## src/rtl/lvs_pkg.sv

```systemverilog
// Package for the LRU victim select block: sizes, order word type, result beat type.
// No dependencies; used by lvs_order_calc and lru_victim_select_prefer_clean_unit.
package lvs_pkg;

    localparam int SET_COUNT = 64;
    localparam int WAYS      = 8;
    localparam int WAY_W     = (WAYS > 1) ? $clog2(WAYS) : 1;
    localparam int SET_W     = (SET_COUNT > 1) ? $clog2(SET_COUNT) : 1;
    localparam int WCMP_W    = (WAY_W > 3) ? WAY_W : 3;

    localparam logic CMD_ACCESS = 1'b0;
    localparam logic CMD_QUERY  = 1'b1;

    typedef logic [WAYS-1:0][WAY_W-1:0] order_t;

    typedef struct packed {
        logic [2:0] victim_way;
        logic       victim_clean;
        logic       updated;
    } lvs_result_t;

    typedef enum logic {
        ST_IDLE,
        ST_CALC
    } state_t;

    function automatic order_t init_order();
        order_t o;
        for (int i = 0; i < WAYS; i++)
        begin
            o[i] = WAY_W'(i);
        end
        return o;
    endfunction

endpackage

```

## src/rtl/lvs_order_calc.sv

```systemverilog
// Recency update and victim pick for one set's order word.
// Depends on lvs_pkg.
module lvs_order_calc (
    input  lvs_pkg::order_t      order_in,
    input  logic                 cmd,
    input  logic                 set_ok,
    input  logic [2:0]           hit_way,
    input  logic                 hit_valid,
    input  logic [7:0]           clean_mask,
    input  logic                 prefer_clean,
    output lvs_pkg::order_t      order_out,
    output logic                 wr_en,
    output lvs_pkg::lvs_result_t result
);
    import lvs_pkg::*;

    logic [WCMP_W-1:0] way_ext;
    logic [WAYS-1:0]   match;
    logic [WAYS-1:0]   clean;
    logic              touch;
    logic              suf;
    logic              found;
    logic [WAY_W-1:0]  sel;
    logic [WCMP_W-1:0] sel_ext;
    logic [WCMP_W-1:0] ent_ext;

    always_comb
    begin
        way_ext   = WCMP_W'(hit_way);
        touch     = (cmd == CMD_ACCESS) && set_ok && hit_valid && (32'(hit_way) < WAYS);
        order_out = order_in;
        suf       = 1'b0;
        found     = 1'b0;
        sel       = order_in[WAYS-1];
        ent_ext   = '0;

        for (int i = 0; i < WAYS; i++)
        begin
            ent_ext  = WCMP_W'(order_in[i]);
            match[i] = (ent_ext == way_ext);
            clean[i] = (32'(order_in[i]) < 8) && clean_mask[ent_ext[2:0]];
        end

        for (int i = WAYS - 1; i > 0; i--)
        begin
            suf = suf | match[i];
            if (suf)
                order_out[i] = order_in[i-1];
        end
        if (suf || match[0])
            order_out[0] = WAY_W'(hit_way);

        for (int i = 0; i < WAYS; i++)
        begin
            if (clean[i])
            begin
                found = 1'b1;
                sel   = order_in[i];
            end
        end
        if (!(prefer_clean && found))
            sel = order_in[WAYS-1];
        sel_ext = WCMP_W'(sel);

        wr_en  = touch;
        result = '0;
        if (cmd == CMD_ACCESS)
        begin
            result.updated = touch;
        end
        else if (set_ok)
        begin
            result.victim_way   = sel_ext[2:0];
            result.victim_clean = prefer_clean && found;
        end
    end

endmodule

```

## src/rtl/lru_victim_select_prefer_clean_unit.sv

```systemverilog
// Top level: true-LRU order store per set with victim select, optional prefer-clean.
// Depends on lvs_pkg and lvs_order_calc.
//
// Usage:
//   Input channel (in_valid/in_stall) carries one beat per access or victim query.
//   Output channel (out_valid/out_stall) returns exactly one result beat per input.
//   Config channel (cfg_valid/cfg_ready, data prefer_clean) writes the mode bit;
//   cfg_ready is always high. Write it only while the block is idle.
// Result: registered in ST_CALC after its input beat is taken, once the output
//   register is free or being taken. No new item is taken until the read-modify-write
//   of the order memory is done (read as the beat is taken, update and write back in ST_CALC).
// The next input beat is taken while the previous result still waits in the
//   output register; the update of a held-up item waits until that register frees.
// Reset: no memory sweep. A valid bit per set marks sets written since reset;
//   an unwritten set reads as ways 0..WAYS-1 in order. Mode resets to plain LRU.
// Receiver stall: out_valid and the result beat hold until taken; the block then
//   holds in_stall high once its next item is ready to deliver.
module lru_victim_select_prefer_clean_unit (
    input  logic       clk,
    input  logic       rst_n,
    input  logic       in_valid,
    output logic       in_stall,
    input  logic       cmd,
    input  logic [5:0] set_index,
    input  logic [2:0] hit_way,
    input  logic       hit_valid,
    input  logic [7:0] clean_mask,
    output logic       out_valid,
    input  logic       out_stall,
    output logic [2:0] victim_way,
    output logic       victim_clean,
    output logic       updated,
    input  logic       cfg_valid,
    output logic       cfg_ready,
    input  logic       prefer_clean
);
    import lvs_pkg::*;

    order_t               order_mem [SET_COUNT];
    logic [SET_COUNT-1:0] set_vld_reg;

    state_t              state_reg, state_next;
    logic                prefer_clean_reg;
    logic                out_valid_reg, out_valid_next;
    lvs_result_t         res_reg;

    logic                cmd_reg;
    logic [SET_W-1:0]    set_reg;
    logic                set_ok_reg;
    logic [2:0]          way_reg;
    logic                hv_reg;
    logic [7:0]          mask_reg;
    order_t              rd_data_reg;
    logic                rd_vld_reg;

    logic                in_take;
    logic                finish;
    logic [SET_W-1:0]    in_set;
    order_t              cur_order;
    order_t              new_order;
    logic                wr_en;
    lvs_result_t         calc_res;

    assign cfg_ready = 1'b1;
    assign in_set    = SET_W'(set_index);
    assign cur_order = rd_vld_reg ? rd_data_reg : init_order();

    lvs_order_calc u_calc (
        .order_in     (cur_order),
        .cmd          (cmd_reg),
        .set_ok       (set_ok_reg),
        .hit_way      (way_reg),
        .hit_valid    (hv_reg),
        .clean_mask   (mask_reg),
        .prefer_clean (prefer_clean_reg),
        .order_out    (new_order),
        .wr_en        (wr_en),
        .result       (calc_res)
    );

    always_comb
    begin
        state_next     = state_reg;
        in_stall       = 1'b1;
        finish         = 1'b0;
        out_valid_next = out_valid_reg && out_stall;
        unique case (state_reg)
            ST_IDLE:
            begin
                in_stall = 1'b0;
                if (in_valid)
                    state_next = ST_CALC;
            end
            ST_CALC:
            begin
                if (!out_valid_reg || !out_stall)
                begin
                    finish         = 1'b1;
                    out_valid_next = 1'b1;
                    state_next     = ST_IDLE;
                end
            end
            default:
            begin
                state_next = ST_IDLE;
            end
        endcase
        in_take = in_valid && !in_stall;
    end

    always_ff @(posedge clk or negedge rst_n)
    begin
        if (!rst_n)
        begin
            state_reg        <= ST_IDLE;
            out_valid_reg    <= 1'b0;
            prefer_clean_reg <= 1'b0;
            set_vld_reg      <= '0;
            rd_vld_reg       <= 1'b0;
        end
        else
        begin
            state_reg     <= state_next;
            out_valid_reg <= out_valid_next;
            if (cfg_valid && cfg_ready)
                prefer_clean_reg <= prefer_clean;
            if (in_take)
                rd_vld_reg <= set_vld_reg[in_set];
            if (finish && wr_en)
                set_vld_reg[set_reg] <= 1'b1;
        end
    end

    always_ff @(posedge clk)
    begin
        if (in_take)
        begin
            cmd_reg     <= cmd;
            set_reg     <= in_set;
            set_ok_reg  <= (32'(set_index) < SET_COUNT);
            way_reg     <= hit_way;
            hv_reg      <= hit_valid;
            mask_reg    <= clean_mask;
            rd_data_reg <= order_mem[in_set];
        end
        if (finish && wr_en)
            order_mem[set_reg] <= new_order;
        if (finish)
            res_reg <= calc_res;
    end

    assign out_valid    = out_valid_reg;
    assign victim_way   = res_reg.victim_way;
    assign victim_clean = res_reg.victim_clean;
    assign updated      = res_reg.updated;

endmodule
```

## config.mk

```make
export PLATFORM = sky130hd
export DESIGN_NAME = lru_victim_select_prefer_clean_unit
export DESIGN_NICKNAME = d
export VERILOG_FILES = /design/src/rtl/lvs_pkg.sv /design/src/rtl/lvs_order_calc.sv /design/src/rtl/lru_victim_select_prefer_clean_unit.sv
export SDC_FILE = /design/constraint.sdc
export NUM_CORES = 1
export LEC_CHECK = 0
export BUFFER_PORTS_ARGS = -buffer_cell sky130_fd_sc_hd__buf_2
export CAP_MARGIN = 40
export CORE_MARGIN = 4
export CORE_UTILIZATION = 41
export DETAILED_ROUTE_END_ITERATION = 10
export SKIP_LAST_GASP = 1
export SLEW_MARGIN = 5
export SYNTH_ARGS = -nofsm -noshare
export SYNTH_HDL_FRONTEND = slang
export SYNTH_SLANG_ARGS = --single-unit
```

## constraint.sdc

```tcl
create_clock -name clk -period 6.7 [get_ports clk]
set_input_delay 1.34 -clock clk [delete_from_list [all_inputs] [get_ports clk]]
set_output_delay 1.34 -clock clk [all_outputs]
set_load 0.02 [all_outputs]
```

Word level (Yosys, flattened, before mapping)
Memory sizes are Yosys's and may differ from the RTL's. A register that Yosys moved wholly into a read port is not among the register bits.
Cells that the tools add are included.
{ "word_totals": {"latchBits": 0, "out_inout_bits": 8, "mem_count": 1, "reg_bits": 92, "romBits": 0, "mem_bits_rw": 1536, "word_cells": 108, "in_bits": 25} }
{ "mem_list": {"columns": ["name", "words", "width", "rd", "rd_ports_with_merged_regs", "wr", "line", "text"], "rows": [
  ["order_mem", 64, 24, 1, 1, 1, "lru_victim_select_prefer_clean_unit.sv:39", "order_t order_mem [SET_COUNT];"]
]} }
{ "classes": {"shift": 0, "muxes": 56, "n_lt_le_gt_ge": 11, "n_mul": 0, "n_eq_ne": 8, "bitwise": 9, "reduce_logical": 10, "n_div": 0, "n_addsub": 0} }
{ "op_table": {"columns": ["cell", "count"], "rows": [
  ["$or 64x64->64", 1],
  ["$mux 3", 17],
  ["$lt 3x4->1 const B", 8],
  ["$mux 1", 27],
  ["$bmux 1 s3", 8],
  ["$eq 3x3->1", 8],
  ["$mux 24", 1],
  ["$lt 6x7->1 const B", 2],
  ["$bmux 1 s6", 1],
  ["$demux 1 s6", 1],
  ["$ge 6x1->1 const B", 1],
  ["$logic_and 1x1->1", 6],
  ["$or 1x1->1", 6],
  ["$logic_not 1->1", 2],
  ["$logic_or 1x1->1", 2],
  ["$not 1->1", 2],
  ["$pmux 1 s2", 1]
]} }

Logic depth before layout (Yosys ltp)
{ "depth": {"depth_word": 13, "depth_mapped": 10, "mapped_depth_nobuf": 7} }

By module
From an unflattened synthesis, not the netlist that was laid out.
{ "unflattened": {"hier_cells": 2885, "hier_area_um2": 63717.4} }
{ "by_module_without_submodules": {"columns": ["mod", "cells_per_inst", "instances", "area_each_um2", "seq_area_each_um2"], "rows": [
  ["lru_victim_select_prefer_clean_unit", 2703, 1, 62075.8, 49267.3],
  ["lvs_order_calc", 182, 1, 1641.6, 0.0]
]} }

Worst setup path after synthesis
No wires, ideal clock.
{ "synth_path": {"kind": "register to register", "start": "reg way_reg[0]", "end": "mem order_mem[0][8] (netlist bit) (data pin)", "setup_ns": 0.702, "required_time_ns": 5.998, "n_path_buf": 3, "path_slack_ns": 1.630, "t_arrival_ns": 4.369, "stages_incl_launch_ff": 10, "period_less_slack_ns": 5.070, "path_cell_list": "edfxtp_1 clkbuf_1 buf_2 nor2_1 a21oi_1 o22ai_1 a222oi_1 buf_2 o2111ai_2 o21ai_0"} }
{ "synth_rtl": {"columns": ["item", "line", "text"], "rows": [
  ["start, declared", "lru_victim_select_prefer_clean_unit.sv:50", "logic [2:0] way_reg;"],
  ["start signal, assigned", "lru_victim_select_prefer_clean_unit.sv:141", "way_reg <= hit_way;"],
  ["end, declared", "lru_victim_select_prefer_clean_unit.sv:39", null]
]} }

==> qor.yml <==
global_route:
  antenna_found_initial: 11
  grt_util_all_layers: 0.199
  grt_pass1_wl_mm: 232
  grt_overflow_total: 0
  grt_pass1_vias: 31400
  grt_start_max_net_pins: 92
die:
  start_util: 0.413
  rows: 145
  core_um2: 157000
  die_w_um: 405
  die_h_um: 405
  pin_count: 33
  die_area_um2: 164000
clock_tree:
  cts_buffers: 169
  path_clk_slew_ps: 60
  cts_sinks: 1652
  cts_resized: 0
  cts-root-buf: "clkbuf_16"
  clock_tree.buffer_depth: 3
  clock_latency_ps: 800
  hold_buffers: 0
  cts-htree-levels: 4
  post_cts_buffers: 0
  tritoncts: "yes"
route:
  ant_nets: 0
  dr_total_vias: 30700
  dr.pass1.iters: 5
  avgViaCountPerCell: 5.91
  wl_mm: 162
  wl_per_cell_um: 31.2
  drc: 0
  dr.first_iter.drc_count: 3626
power:
  static-leakage-power_uw: 0.0232
  irDropWorstVdd_mv: 0.310
  power_density_nw_per_um2: 342
place:
  place_congestion: 0.834
  portBuffers: 31
  pre_cts_slack_ps: 2080
  dp_hpwl_mm: 92.3
yosys:
  synth-async-reset-ratio: 0.0412
  synthMuxAreaShare: 0.189
  synth.most_common_cell: "edfxtp_1"
  avgSynthCellArea_um2: 23.1
  yosys_register_bits: 1652
  synth_top_family_by_area: "multiplexers"
  synth_area_leader_cell: "edfxtp_1"
  synth.top_cell.area_share: 0.736
  synth_fa_ha_area_frac: 0
  mappedNetlistArea_um2: 64700
  ys.flop_type: "edfxtp_1"
  synth.distinct_cells: 68
  ys_seq_area_frac: 0.762
  synth_area_leaders: "edfxtp_1, mux4_2, dfrtp_1, or2_2, nor2_1"
  syn-num-nets: 2826
  yosysWarnings: 0
  synthSimpleGateAreaFrac: 0.0212
  synth_common_cells: "edfxtp_1, mux4_2, nor2_1, clkbuf_1, dfrtp_1"
  synth_compound_area_frac: 0.0144
  synth_edf_count: 1584
  synth-xor-area-share: 0.00176
  syn_inst: 2801
worst_setup_path:
  end_kind: "register"
  worstPathArrival_ps: 5160
  slowest_delay_ps: 690
  crit_slowest_cell: "buf_4"
  required_ps: 7160
  path_cells: "buf_4 > inv_1 > o22ai_1 > a222oi_1 > buf_4 > o2111ai_2 > a21oi_4 > mux2i_4 > buf_4"
  start_kind: "register"
  critPathTopFamily: "buffers and inverters"
  cpMostUsedCell: "buf_4"
  path_max_fanout: 65
  crit_buf_inv: 4
  critPathKind: "reg -> reg"
sta:
  report.final.slew_viol_count: 0
  tightest_slew_ps: 1030
  finalWorstPathRequiredPeriod_ps: 4710
  period_share: 0.703
  setup_tns_ps: 0
  grt_setup_unrepaired: "no"
  hold_viol: 0
  finalClockSkew_ps: 40.6
  fmax_ghz: 0.212
  relSlewSlack: 0.316
  finalSetupViolations: 0
  postLayoutSetupSlackWorst_ps: 1990
finish:
  nNetsFinal: 3003
  multiInputGateArea_um2: 15200
  syn2layout_area_growth_pct: 15.3
  drive_gt1_frac: 0.357
  largest_register_ffs: 1536
  fillCellCount: 12400
  final-seq-area_um2: 49300
worst_hold_path:
  hold_path.class: "in -> async"
flow_run:
  maxCapViolations: 0
outcome:
  status: "complete, no violations"
kinds of logic (layout without fill, tap and decap cells):
family | count (synthesis) | after routing
mux | 556 | 556
simple gates | 275 | 275
xor+xnor | 13 | 13
compound gates | 128 | 128
buf+inv | 176 | 496
other cells | 1 | 11
flops | 1652 | 1652
metal layers:
metal / vias to the layer above / GRT usage / part of all wire
li1: 12300 / - / -
met3: 211 / 0.0414 / 0.080
met2: 1327 / 0.327 / 0.50
met1: 16800 / 0.274 / 0.40
met4: 4 / 0.0534 / 0.023
met5: - / 0 / 0.00013
cell type report:
type / count / share of cell area
inverter: 17 / 0.000856
timing repair buffer: 165 / 0.0238
tap: 2058 / 0.0345
sequential: 1652 / 0.661
multi-input combinational: 973 / 0.204
clock inverter: 96 / 0.0136
clock buffer: 218 / 0.0618
antenna: 10 / 0.000336
power breakdown:
group	total [uW]	switching, uW	internal, uW
logic	3160	2270	890
clock network	9470	3870	5600
registers	12900	209	12700
placed cells by master, fill, tap and decap left out, types with 11 or more instances in the layout:
master	synthesis	final
buf_4	9	94
clkbuf_1	78	35
edfxtp_1	1584	1584
buf_2	41	27
o21ai_0	26	20
a21oi_1	20	17
or2_2	67	67
buf_12	0	20
dfrtp_1	68	68
clkinv_2	0	23
nand2_1	46	46
mux2i_4	0	11
nor2_2	0	21
nor2_1	95	30
bufinv_16	0	19
nor2b_1	17	16
nand3_1	13	13
inv_1	17	17
mux4_2	529	529
clkinv_1	0	28
clkbuf_16	0	174
buf_16	0	14
mux2i_1	22	11
nor2_4	0	44
worst paths after layout:
| kind | depth (start not counted) | to | slack, ps | from |
|---|---|---|---|---|
| worst max-delay path | 9 | order_mem[39][4]$_DFFE_PP_ | 1990 | rd_vld_reg$_DFFE_PN0P_ |
| worst min-delay path | 1 | prefer_clean_reg$_DFFE_PN0P_ | 390 | rst_n |
| worst max register to register | 9 | order_mem[39][4]$_DFFE_PP_ | 1990 | rd_vld_reg$_DFFE_PN0P_ |
| worst min register to register | 1 | set_vld_reg[3]$_DFFE_PN0P_ | 470 | set_vld_reg[3]$_DFFE_PN0P_ |
| max in group asynchronous | 3 | set_vld_reg[62]$_DFFE_PN0P_ | 5530 | rst_n |
| min in group clk | 1 | set_vld_reg[3]$_DFFE_PN0P_ | 470 | set_vld_reg[3]$_DFFE_PN0P_ |
worst reg2reg max path, stage by stage (launching register included):
cell and delay [ps]:
dfrtp_1 540, buf_4 310, inv_1 560, o22ai_1 300, a222oi_1 360, buf_4 240, o2111ai_2 420, a21oi_4 590
mux2i_4 300, buf_4 690
metrics by stage:
stage / power [uW] / util / cells / hold slack (ps) / instance area [um^2]
after floorplan: 14800 / - / 2801 / 434 / 64700
after global placement: 16000 / 0.436 / 4836 / 446 / 68300
after detailed placement: 16300 / 0.440 / 4864 / 448 / 68900
after CTS: 25700 / 0.476 / 5178 / 328 / 74500
after global routing: 26400 / 0.476 / 5179 / 358 / 74500
final: 25500 / 0.476 / 5189 / 388 / 74600
Power figures use the tool's default switching activity.
